File: src/hdl/hrrn_pkg.sv
// ----------------------------------------------------------------------------
// hrrn_pkg
// shared types and codes of the highest response ratio next ready queue
// ----------------------------------------------------------------------------
`default_nettype none

package hrrn_pkg;

    localparam int NUM_SLOTS_DEF = 16;

    localparam int ID_W     = 16;
    localparam int WAIT_W   = 24;
    localparam int SVC_W    = 16;
    localparam int SECS_W   = 16;
    localparam int COUNT_W  = 5;
    localparam int PROD_W   = WAIT_W + SVC_W;
    localparam int IN_DATA_W  = 72;
    localparam int OUT_DATA_W = 64;

    localparam logic [WAIT_W-1:0] WAIT_MAX = '1;

    localparam logic [1:0] CMD_PUSH   = 2'd0;
    localparam logic [1:0] CMD_REMOVE = 2'd1;
    localparam logic [1:0] CMD_TICK   = 2'd2;
    localparam logic [1:0] CMD_SELECT = 2'd3;

    localparam logic [1:0] ST_OK       = 2'd0;
    localparam logic [1:0] ST_FULL     = 2'd1;
    localparam logic [1:0] ST_NOTFOUND = 2'd2;
    localparam logic [1:0] ST_ZEROSVC  = 2'd3;

    typedef struct packed {
        logic [ID_W-1:0]   id;
        logic [WAIT_W-1:0] wait_val;
        logic [SVC_W-1:0]  svc_time;
    } slot_t;

    typedef struct packed {
        logic load_lhs;
        logic load_rhs;
    } ratio_ctl_t;

endpackage

`default_nettype wire

File: src/hdl/hrrn_slot_mem.sv
// ----------------------------------------------------------------------------
// hrrn_slot_mem
// slot storage, one write port and one registered read port
// ----------------------------------------------------------------------------
`default_nettype none

module hrrn_slot_mem
    import hrrn_pkg::*;
#(
    parameter int NUM_SLOTS = NUM_SLOTS_DEF,
    localparam int IDX_W = $clog2(NUM_SLOTS)
)
(
    input  wire logic             clk,
    input  wire logic             wr_en,
    input  wire logic [IDX_W-1:0] wr_addr,
    input  wire slot_t            wr_data,
    input  wire logic             rd_en,
    input  wire logic [IDX_W-1:0] rd_addr,
    output slot_t                 rd_data
);

    slot_t mem [NUM_SLOTS];

    always_ff @(posedge clk)
    begin
        if (wr_en)
        begin
            mem[wr_addr] <= wr_data;
        end
    end

    always_ff @(posedge clk)
    begin
        if (rd_en)
        begin
            rd_data <= mem[rd_addr];
        end
    end

endmodule

`default_nettype wire

File: src/hdl/hrrn_ratio_unit.sv
// ----------------------------------------------------------------------------
// hrrn_ratio_unit
// shared multiplier for the cross-multiplied response ratio compare
// ----------------------------------------------------------------------------
`default_nettype none

module hrrn_ratio_unit
    import hrrn_pkg::*;
(
    input  wire logic              clk,
    input  wire ratio_ctl_t        ctl,
    input  wire logic [WAIT_W-1:0] cur_wait,
    input  wire logic [SVC_W-1:0]  cur_svc,
    input  wire logic [WAIT_W-1:0] best_wait,
    input  wire logic [SVC_W-1:0]  best_svc,
    output logic                   gt
);

    logic [WAIT_W-1:0] op_wait;
    logic [SVC_W-1:0]  op_svc;
    logic [PROD_W-1:0] prod;
    logic [PROD_W-1:0] lhs_reg;
    logic [PROD_W-1:0] rhs_reg;

    // lhs: cur_wait * best_svc, rhs: best_wait * cur_svc
    assign op_wait = ctl.load_lhs ? cur_wait : best_wait;
    assign op_svc  = ctl.load_lhs ? best_svc : cur_svc;
    assign prod    = PROD_W'(op_wait) * PROD_W'(op_svc);

    always_ff @(posedge clk)
    begin
        if (ctl.load_lhs)
        begin
            lhs_reg <= prod;
        end
        if (ctl.load_rhs)
        begin
            rhs_reg <= prod;
        end
    end

    assign gt = lhs_reg > rhs_reg;

endmodule

`default_nettype wire

File: src/hdl/hrrn_ready_queue_unit.sv
// ----------------------------------------------------------------------------
// hrrn_ready_queue_unit
// highest response ratio next ready queue with push, remove, tick and select
// ----------------------------------------------------------------------------
//  channel  direction  signals                 contents
//  s        in         s_tvalid/tready/tdata   command item, cmd in s_tuser
//  m        out        m_tvalid/tready/tdata   result item, status in m_tuser
//
//  push writes its slot on accept; tick, remove and select walk the held
//  entries one slot at a time (one shared multiplier, two products per
//  slot, one slot memory read port)
//  s_tready is high only while the sequencer is idle; the result register
//  holds a finished item while the next one is taken
//  reset clears the entry count, the sequencer and the output valid flag
// ----------------------------------------------------------------------------
`default_nettype none

module hrrn_ready_queue_unit
    import hrrn_pkg::*;
#(
    parameter int NUM_SLOTS = NUM_SLOTS_DEF
)
(
    input  wire logic                  clk,
    input  wire logic                  rst_n,
    input  wire logic                  s_tvalid,
    output logic                       s_tready,
    // proc_id, service_time, initial_wait, tick_seconds
    input  wire logic [IN_DATA_W-1:0]  s_tdata,
    // cmd
    input  wire logic [1:0]            s_tuser,
    output logic                       m_tvalid,
    input  wire logic                  m_tready,
    // entry_count, is_empty, chosen_id, chosen_wait, chosen_service, zero pad
    output logic [OUT_DATA_W-1:0]      m_tdata,
    // status
    output logic [1:0]                 m_tuser
);

    localparam int IDX_W = $clog2(NUM_SLOTS);
    localparam int CNT_W = $clog2(NUM_SLOTS + 1);

    localparam logic [3:0] S_IDLE    = 4'd0;
    localparam logic [3:0] S_REM_CHK = 4'd1;
    localparam logic [3:0] S_SH_WR   = 4'd2;
    localparam logic [3:0] S_TCK_WR  = 4'd3;
    localparam logic [3:0] S_SEL_CUR = 4'd4;
    localparam logic [3:0] S_SEL_LHS = 4'd5;
    localparam logic [3:0] S_SEL_RHS = 4'd6;
    localparam logic [3:0] S_SEL_CMP = 4'd7;
    localparam logic [3:0] S_DONE    = 4'd8;

    logic [3:0]            state_reg, state_next;
    logic [CNT_W-1:0]      occ_reg, occ_next;
    logic [CNT_W-1:0]      idx_reg, idx_next;
    logic [1:0]            cmd_reg, cmd_next;
    logic [ID_W-1:0]       pid_reg, pid_next;
    logic [SECS_W-1:0]     secs_reg, secs_next;
    logic [1:0]            status_reg, status_next;
    slot_t                 cur_reg, cur_next;
    slot_t                 best_reg, best_next;
    logic                  out_valid_reg, out_valid_next;
    logic [OUT_DATA_W-1:0] out_data_reg, out_data_next;
    logic [1:0]            out_user_reg, out_user_next;

    logic [CNT_W-1:0]      idx_p1;
    logic [CNT_W-1:0]      idx_p2;
    logic                  accept;
    logic [SVC_W-1:0]      in_svc;
    logic [WAIT_W-1:0]     in_wait;
    logic [WAIT_W:0]       wait_sum;
    logic                  sel_ok;

    logic                  wr_en;
    logic [IDX_W-1:0]      wr_addr;
    slot_t                 wr_data;
    logic                  rd_en;
    logic [IDX_W-1:0]      rd_addr;
    slot_t                 rd_data;
    ratio_ctl_t            ratio_ctl;
    logic                  ratio_gt;

    hrrn_slot_mem #(
        .NUM_SLOTS (NUM_SLOTS)
    ) u_mem (
        .clk     (clk),
        .wr_en   (wr_en),
        .wr_addr (wr_addr),
        .wr_data (wr_data),
        .rd_en   (rd_en),
        .rd_addr (rd_addr),
        .rd_data (rd_data)
    );

    hrrn_ratio_unit u_ratio (
        .clk       (clk),
        .ctl       (ratio_ctl),
        .cur_wait  (cur_reg.wait_val),
        .cur_svc   (cur_reg.svc_time),
        .best_wait (best_reg.wait_val),
        .best_svc  (best_reg.svc_time),
        .gt        (ratio_gt)
    );

    assign s_tready = (state_reg == S_IDLE);
    assign accept   = s_tvalid && s_tready;
    assign in_svc   = s_tdata[31:16];
    assign in_wait  = s_tdata[55:32];
    assign idx_p1   = idx_reg + 1'b1;
    assign idx_p2   = idx_reg + 2'd2;
    assign wait_sum = {1'b0, rd_data.wait_val} + (WAIT_W + 1)'(secs_reg);
    assign sel_ok   = (cmd_reg == CMD_SELECT) && (status_reg == ST_OK);

    always_comb
    begin
        state_next     = state_reg;
        occ_next       = occ_reg;
        idx_next       = idx_reg;
        cmd_next       = cmd_reg;
        pid_next       = pid_reg;
        secs_next      = secs_reg;
        status_next    = status_reg;
        cur_next       = cur_reg;
        best_next      = best_reg;
        out_valid_next = out_valid_reg && !m_tready;
        out_data_next  = out_data_reg;
        out_user_next  = out_user_reg;
        wr_en          = 1'b0;
        wr_addr        = idx_reg[IDX_W-1:0];
        wr_data        = rd_data;
        rd_en          = 1'b0;
        rd_addr        = '0;
        ratio_ctl      = '0;

        case (state_reg)
            S_IDLE:
            begin
                if (accept)
                begin
                    cmd_next    = s_tuser;
                    pid_next    = s_tdata[15:0];
                    secs_next   = s_tdata[71:56];
                    status_next = ST_OK;
                    idx_next    = '0;
                    state_next  = S_DONE;
                    case (s_tuser)
                        CMD_PUSH:
                        begin
                            if (in_svc == '0)
                            begin
                                status_next = ST_ZEROSVC;
                            end
                            else if (occ_reg >= NUM_SLOTS)
                            begin
                                status_next = ST_FULL;
                            end
                            else
                            begin
                                wr_en    = 1'b1;
                                wr_addr  = occ_reg[IDX_W-1:0];
                                wr_data  = '{id: s_tdata[15:0], wait_val: in_wait,
                                             svc_time: in_svc};
                                occ_next = occ_reg + 1'b1;
                            end
                        end
                        CMD_REMOVE:
                        begin
                            if (occ_reg == '0)
                            begin
                                status_next = ST_NOTFOUND;
                            end
                            else
                            begin
                                rd_en      = 1'b1;
                                state_next = S_REM_CHK;
                            end
                        end
                        CMD_TICK:
                        begin
                            if (occ_reg != '0)
                            begin
                                rd_en      = 1'b1;
                                state_next = S_TCK_WR;
                            end
                        end
                        default:
                        begin
                            if (occ_reg == '0)
                            begin
                                status_next = ST_NOTFOUND;
                            end
                            else
                            begin
                                rd_en      = 1'b1;
                                state_next = S_SEL_CUR;
                            end
                        end
                    endcase
                end
            end
            S_REM_CHK:
            begin
                if (rd_data.id == pid_reg)
                begin
                    if (idx_p1 == occ_reg)
                    begin
                        occ_next   = occ_reg - 1'b1;
                        state_next = S_DONE;
                    end
                    else
                    begin
                        rd_en      = 1'b1;
                        rd_addr    = idx_p1[IDX_W-1:0];
                        state_next = S_SH_WR;
                    end
                end
                else if (idx_p1 == occ_reg)
                begin
                    status_next = ST_NOTFOUND;
                    state_next  = S_DONE;
                end
                else
                begin
                    rd_en    = 1'b1;
                    rd_addr  = idx_p1[IDX_W-1:0];
                    idx_next = idx_p1;
                end
            end
            S_SH_WR:
            begin
                // close the gap: slot idx takes the item of slot idx+1
                wr_en = 1'b1;
                if (idx_p2 == occ_reg)
                begin
                    occ_next   = occ_reg - 1'b1;
                    state_next = S_DONE;
                end
                else
                begin
                    rd_en    = 1'b1;
                    rd_addr  = idx_p2[IDX_W-1:0];
                    idx_next = idx_p1;
                end
            end
            S_TCK_WR:
            begin
                wr_en            = 1'b1;
                wr_data.wait_val = wait_sum[WAIT_W] ? WAIT_MAX : wait_sum[WAIT_W-1:0];
                if (idx_p1 == occ_reg)
                begin
                    state_next = S_DONE;
                end
                else
                begin
                    rd_en    = 1'b1;
                    rd_addr  = idx_p1[IDX_W-1:0];
                    idx_next = idx_p1;
                end
            end
            S_SEL_CUR:
            begin
                cur_next = rd_data;
                if (idx_reg == '0)
                begin
                    best_next = rd_data;
                end
                state_next = S_SEL_LHS;
            end
            S_SEL_LHS:
            begin
                ratio_ctl.load_lhs = 1'b1;
                state_next         = S_SEL_RHS;
            end
            S_SEL_RHS:
            begin
                ratio_ctl.load_rhs = 1'b1;
                state_next         = S_SEL_CMP;
            end
            S_SEL_CMP:
            begin
                // strict compare keeps the earliest item on a tie
                if (ratio_gt)
                begin
                    best_next = cur_reg;
                end
                if (idx_p1 == occ_reg)
                begin
                    state_next = S_DONE;
                end
                else
                begin
                    rd_en      = 1'b1;
                    rd_addr    = idx_p1[IDX_W-1:0];
                    idx_next   = idx_p1;
                    state_next = S_SEL_CUR;
                end
            end
            S_DONE:
            begin
                if (!out_valid_reg || m_tready)
                begin
                    out_valid_next = 1'b1;
                    out_user_next  = status_reg;
                    out_data_next  = {2'b00,
                                      sel_ok ? best_reg.svc_time : {SVC_W{1'b0}},
                                      sel_ok ? best_reg.wait_val : {WAIT_W{1'b0}},
                                      sel_ok ? best_reg.id : {ID_W{1'b0}},
                                      (occ_reg == '0),
                                      COUNT_W'(occ_reg)};
                    state_next     = S_IDLE;
                end
            end
            default:
            begin
                state_next = S_IDLE;
            end
        endcase
    end

    always_ff @(posedge clk or negedge rst_n)
    begin
        if (!rst_n)
        begin
            state_reg     <= S_IDLE;
            occ_reg       <= '0;
            idx_reg       <= '0;
            out_valid_reg <= 1'b0;
        end
        else
        begin
            state_reg     <= state_next;
            occ_reg       <= occ_next;
            idx_reg       <= idx_next;
            out_valid_reg <= out_valid_next;
        end
    end

    always_ff @(posedge clk)
    begin
        cmd_reg      <= cmd_next;
        pid_reg      <= pid_next;
        secs_reg     <= secs_next;
        status_reg   <= status_next;
        cur_reg      <= cur_next;
        best_reg     <= best_next;
        out_data_reg <= out_data_next;
        out_user_reg <= out_user_next;
    end

    assign m_tvalid = out_valid_reg;
    assign m_tdata  = out_data_reg;
    assign m_tuser  = out_user_reg;

`ifndef SYNTHESIS
    assert property (@(posedge clk) disable iff (!rst_n)
        occ_reg <= NUM_SLOTS)
        else $error("entry count above slot count");

    assert property (@(posedge clk) disable iff (!rst_n)
        (accept && (s_tuser == CMD_PUSH) && (in_svc != '0) && (occ_reg < NUM_SLOTS))
        |=> (occ_reg == $past(occ_reg) + 1'b1))
        else $error("accepted push did not grow the queue");

    assert property (@(posedge clk) disable iff (!rst_n)
        (m_tvalid && (m_tuser != ST_OK)) |-> (m_tdata[61:6] == '0))
        else $error("chosen fields not cleared on a failed command");

    assert property (@(posedge clk) disable iff (!rst_n)
        (m_tvalid && m_tdata[5]) |-> (m_tdata[4:0] == '0))
        else $error("empty flag with nonzero entry count");
`endif

endmodule

`default_nettype wire

File: config.mk
export PLATFORM = sky130hd
export DESIGN_NAME = hrrn_ready_queue_unit
export DESIGN_NICKNAME = d
export VERILOG_FILES = /design/src/hdl/hrrn_pkg.sv /design/src/hdl/hrrn_slot_mem.sv /design/src/hdl/hrrn_ratio_unit.sv /design/src/hdl/hrrn_ready_queue_unit.sv
export SDC_FILE = /design/constraint.sdc
export NUM_CORES = 2
export LEC_CHECK = 0
export BUFFER_PORTS_ARGS = -buffer_cell sky130_fd_sc_hd__buf_4
export CAP_MARGIN = 20
export CELL_PAD_IN_SITES_DETAIL_PLACEMENT = 1
export CELL_PAD_IN_SITES_GLOBAL_PLACEMENT = 1
export CORE_MARGIN = 2
export CORE_UTILIZATION = 41
export CTS_CLUSTER_SIZE = 8
export DETAILED_ROUTE_END_ITERATION = 12
export HOLD_SLACK_MARGIN = 0.08
export PLACE_DENSITY_LB_ADDON = 0.1
export SLEW_MARGIN = 10
export SYNTH_ARGS = -nofsm -noshare
export SYNTH_HDL_FRONTEND = slang
export SYNTH_HIERARCHICAL = 1
export SYNTH_SLANG_ARGS = --single-unit
File: constraint.sdc
create_clock -name clk -period 10.8 [get_ports clk]
set_input_delay 1.08 -clock clk [delete_from_list [all_inputs] [get_ports clk]]
set_output_delay 1.08 -clock clk [all_outputs]
set_load 0.005 [all_outputs]
==> flow_summary.ini <==
[floorplan]
fp.dieW_um = 394.0
initial_utilization = 0.4114
rows = 143
die_h_um = 394.0
io_pins = 146
core_um2 = 151500
die-area_um2 = 155200

[clock_network]
cts_buffers = 177
hold_buffers = 0
cts_htree_levels = 4
clock_latency_ns = 0.81
cts_resized = 0
post_cts_buffers = 0
cts_tree = yes
cts-root-buf = clkbuf_16
cts.sinks = 1259
cts_buffer_depth = 3
clk_pin_slew_ns = 0.06

[sta]
whs_ns = 0.1441
fin_ws_ns = 2.350
finalMaxSlewViolations = 0
fin_crit_sh = 0.7824
setup_viol = 0
tightest_slew_ns = 1.080
fin_crit_ns = 8.450
hold_violations = 0
totalNegativeSetupSlack_ns = 0
slew_headroom = 0.2765
final.setup_skew_ns = 0.05507
fmax_ghz = 0.1183
grt_setup_unrepaired = no

[grt]
antenna_found_initial = 10
grt_pass1_wl_mm = 268.7
grt_pass1_vias = 38336
overflow = 0
grt_max_degree = 135
grt_usage = 0.2377

[layout]
layout.nets = 4845
drive_above_1_share = 0.1906
top_register = u_mem/mem
n_fill_cell = 14699
multiInputGateArea_um2 = 22560
seqCellArea_um2 = 37730
largest_reg_flops = 896
synthToLayoutAreaGrowth_pct = 13.92

[route]
wl_per_cell_um = 28.74
drt-total-wl_mm = 182.8
firstDrtPassIters = 5
num_vias = 35452
route.met3.wl_mm = 8.734
top_layer = met5
met1_length_mm = 81.46
routed-wl-met2_mm = 89.25
drt_iter0_drc = 2925
route.detailed.drc = 0
drtAntennaViolNets = 0
vias_per_cell = 5.573

[setup_path]
crit_buf_inv = 5
cpMaxStageDelayCell = mux2i_1
criticalPathCategory = flop to flop
critPathTopFamily = adder cells
cp-start-kind = flop
path_cells = nand2b_1, nor2_4, buf_4, mux2i_1, nor2_1, fa_1, inv_1, fa_1, fa_1, fa_1, inv_1, fa_1, inv_1, fa_1, inv_1, ha_1, a21oi_2, a21o_1, a21oi_1, a2111oi_4, o21ai_1, a31o_1, a21oi_2, xnor2_1
max_stage_delay_ns = 0.82
cp_max_fo = 15
crit_top_cell = fa_1
crit_path_end_kind = flop
arrival_ns = 8.98
crit_required_ns = 11.33

[synthesis]
synth_warnings = 6
syn_avg_cell_area_um2 = 15.44
syn_area_um2 = 62350
synth_edf_count = 1244
yosys_register_bits = 1259
synth.distinct_cells = 90
postSynth.asyncResetShare = 0.01191
synth-seq-area-share = 0.6052
synth_ff_type = edfxtp_1
synthCells = 4038

[outcome]
run_status = finished clean

[placed_design]
post-place-ws_ns = 2.217
dpl.hpwl_mm = 118.6
portBuffers = 143
gp_congestion = 0.8258

[job]
cap_viol_max_count = 0

[hold_path]
min_path_type = input port to asynchronous set/reset pin
cell type report:
cell class              count  share of cell area
flip-flops and latches   1259              0.5312
multi-input cells        2220              0.3177
clock buffers             206             0.06509
well taps                2030             0.03576
repair buffers            229             0.02496
inverters                 398             0.02103
clock inverters            16            0.004157
diodes                      3           0.0001057
layer usage:
metal,track usage,vias to the layer above
li1,-,15202
met1,0.3365,19128
met2,0.3897,901
met3,0.03323,217
met4,0.05686,4
met5,0,-
cell usage after synthesis (all sizes together), types with 3 or more instances:
library cell  count  area share
inv             398       0.024
nand4            20      0.0020
nand2           457       0.028
o311ai            3     0.00042
mux2i            39      0.0063
and4              4     0.00064
a22o              3     0.00042
mux2             99       0.018
o22ai             4     0.00040
a21oi            91      0.0075
o211ai            8     0.00096
nor2b             7     0.00070
nor2            221       0.014
nor3             27      0.0025
and2             70      0.0071
o21ai            68      0.0055
nand3b            3     0.00036
edfxtp         1244        0.60
nand3            27      0.0022
a221oi            3     0.00052
xor2             37      0.0053
a211oi           11      0.0015
o21bai           11      0.0014
mux4            224       0.081
nand2b           12      0.0012
fa              308       0.099
or3               4     0.00048
ha              174       0.035
a22oi           116       0.014
and3              9     0.00090
o21a              8     0.00096
buf              57      0.0065
dfrtp            15      0.0060
a21o             34      0.0041
nor4             12      0.0013
clkbuf          105      0.0068
a221o            12      0.0019
o31ai             7      0.0010
a31oi            11      0.0011
xnor2            44      0.0064
final timing paths:
check / slack (ns) / depth (start not counted) / end / from
setup reg to reg: 2.35 / 24 / u_ratio/lhs_reg[39]$_DFFE_PP_ / state_reg[2]$_DFFE_PN0P_
min in group clk: 0.47 / 1 / secs_reg[2]$_DFFE_PP_ / s_tdata[58]
hold / removal: 0.14 / 1 / state_reg[1]$_DFFE_PN0P_ / rst_n
max in group asynchronous: 10.41 / 1 / idx_reg[0]$_DFFE_PN0P_ / rst_n
hold reg to reg: 0.49 / 0 / m_tuser[0]$_DFFE_PP_ / status_reg[0]$_SDFFCE_PP0P_
setup / recovery: 2.35 / 24 / u_ratio/lhs_reg[39]$_DFFE_PP_ / state_reg[2]$_DFFE_PN0P_
logic make-up after synthesis:
family	Yosys count	synth area share
AOI/OAI and AO/OA	408	0.04477
xor gates and xnor gates	81	0.01174
adders and majority gates	482	0.1338
buffers and inverters	560	0.03731
DFF	1259	0.6052
muxes	362	0.1051
other	1	0.00006015
and+or+nand+nor	885	0.06209
placed cells by master (no fill, tap or decap), types with 12 or more instances in the layout:
| master | netlist | layout |
|---|---|---|
| edfxtp_1 | 1244 | 1244 |
| nand2_1 | 457 | 457 |
| inv_1 | 397 | 397 |
| fa_1 | 308 | 308 |
| buf_4 | 7 | 224 |
| mux4_2 | 224 | 224 |
| nor2_1 | 218 | 203 |
| clkbuf_16 | 0 | 181 |
| ha_1 | 174 | 174 |
| a22oi_1 | 116 | 116 |
| mux2_2 | 99 | 99 |
| a21oi_1 | 87 | 85 |
| and2_1 | 67 | 66 |
| o21ai_0 | 52 | 51 |
| xnor2_1 | 42 | 42 |
| xor2_1 | 36 | 36 |
| mux2i_1 | 39 | 35 |
| a21o_1 | 34 | 34 |
| clkbuf_1 | 102 | 25 |
| nand3_1 | 26 | 24 |
| nand4_1 | 20 | 20 |
| nor2_4 | 2 | 17 |
| nor3_1 | 24 | 17 |
| o21ai_1 | 15 | 15 |
| dfrtp_1 | 15 | 15 |
| nand2b_1 | 12 | 12 |
| a221o_1 | 12 | 12 |
per-stage QoR:
stage / cell area (um^2) / instances / utilization
detailed placement: 66050 / 6132 / 0.4359
global placement: 66030 / 6130 / 0.4357
global route: 71030 / 6360 / 0.4687
CTS: 70970 / 6354 / 0.4683
finish: 71030 / 6361 / 0.4687
floorplan: 62350 / 4039 / -
Power is left out: the tool's default activity adds up to more than one toggle a clock period on the data nets, which glitch-free logic cannot reach.
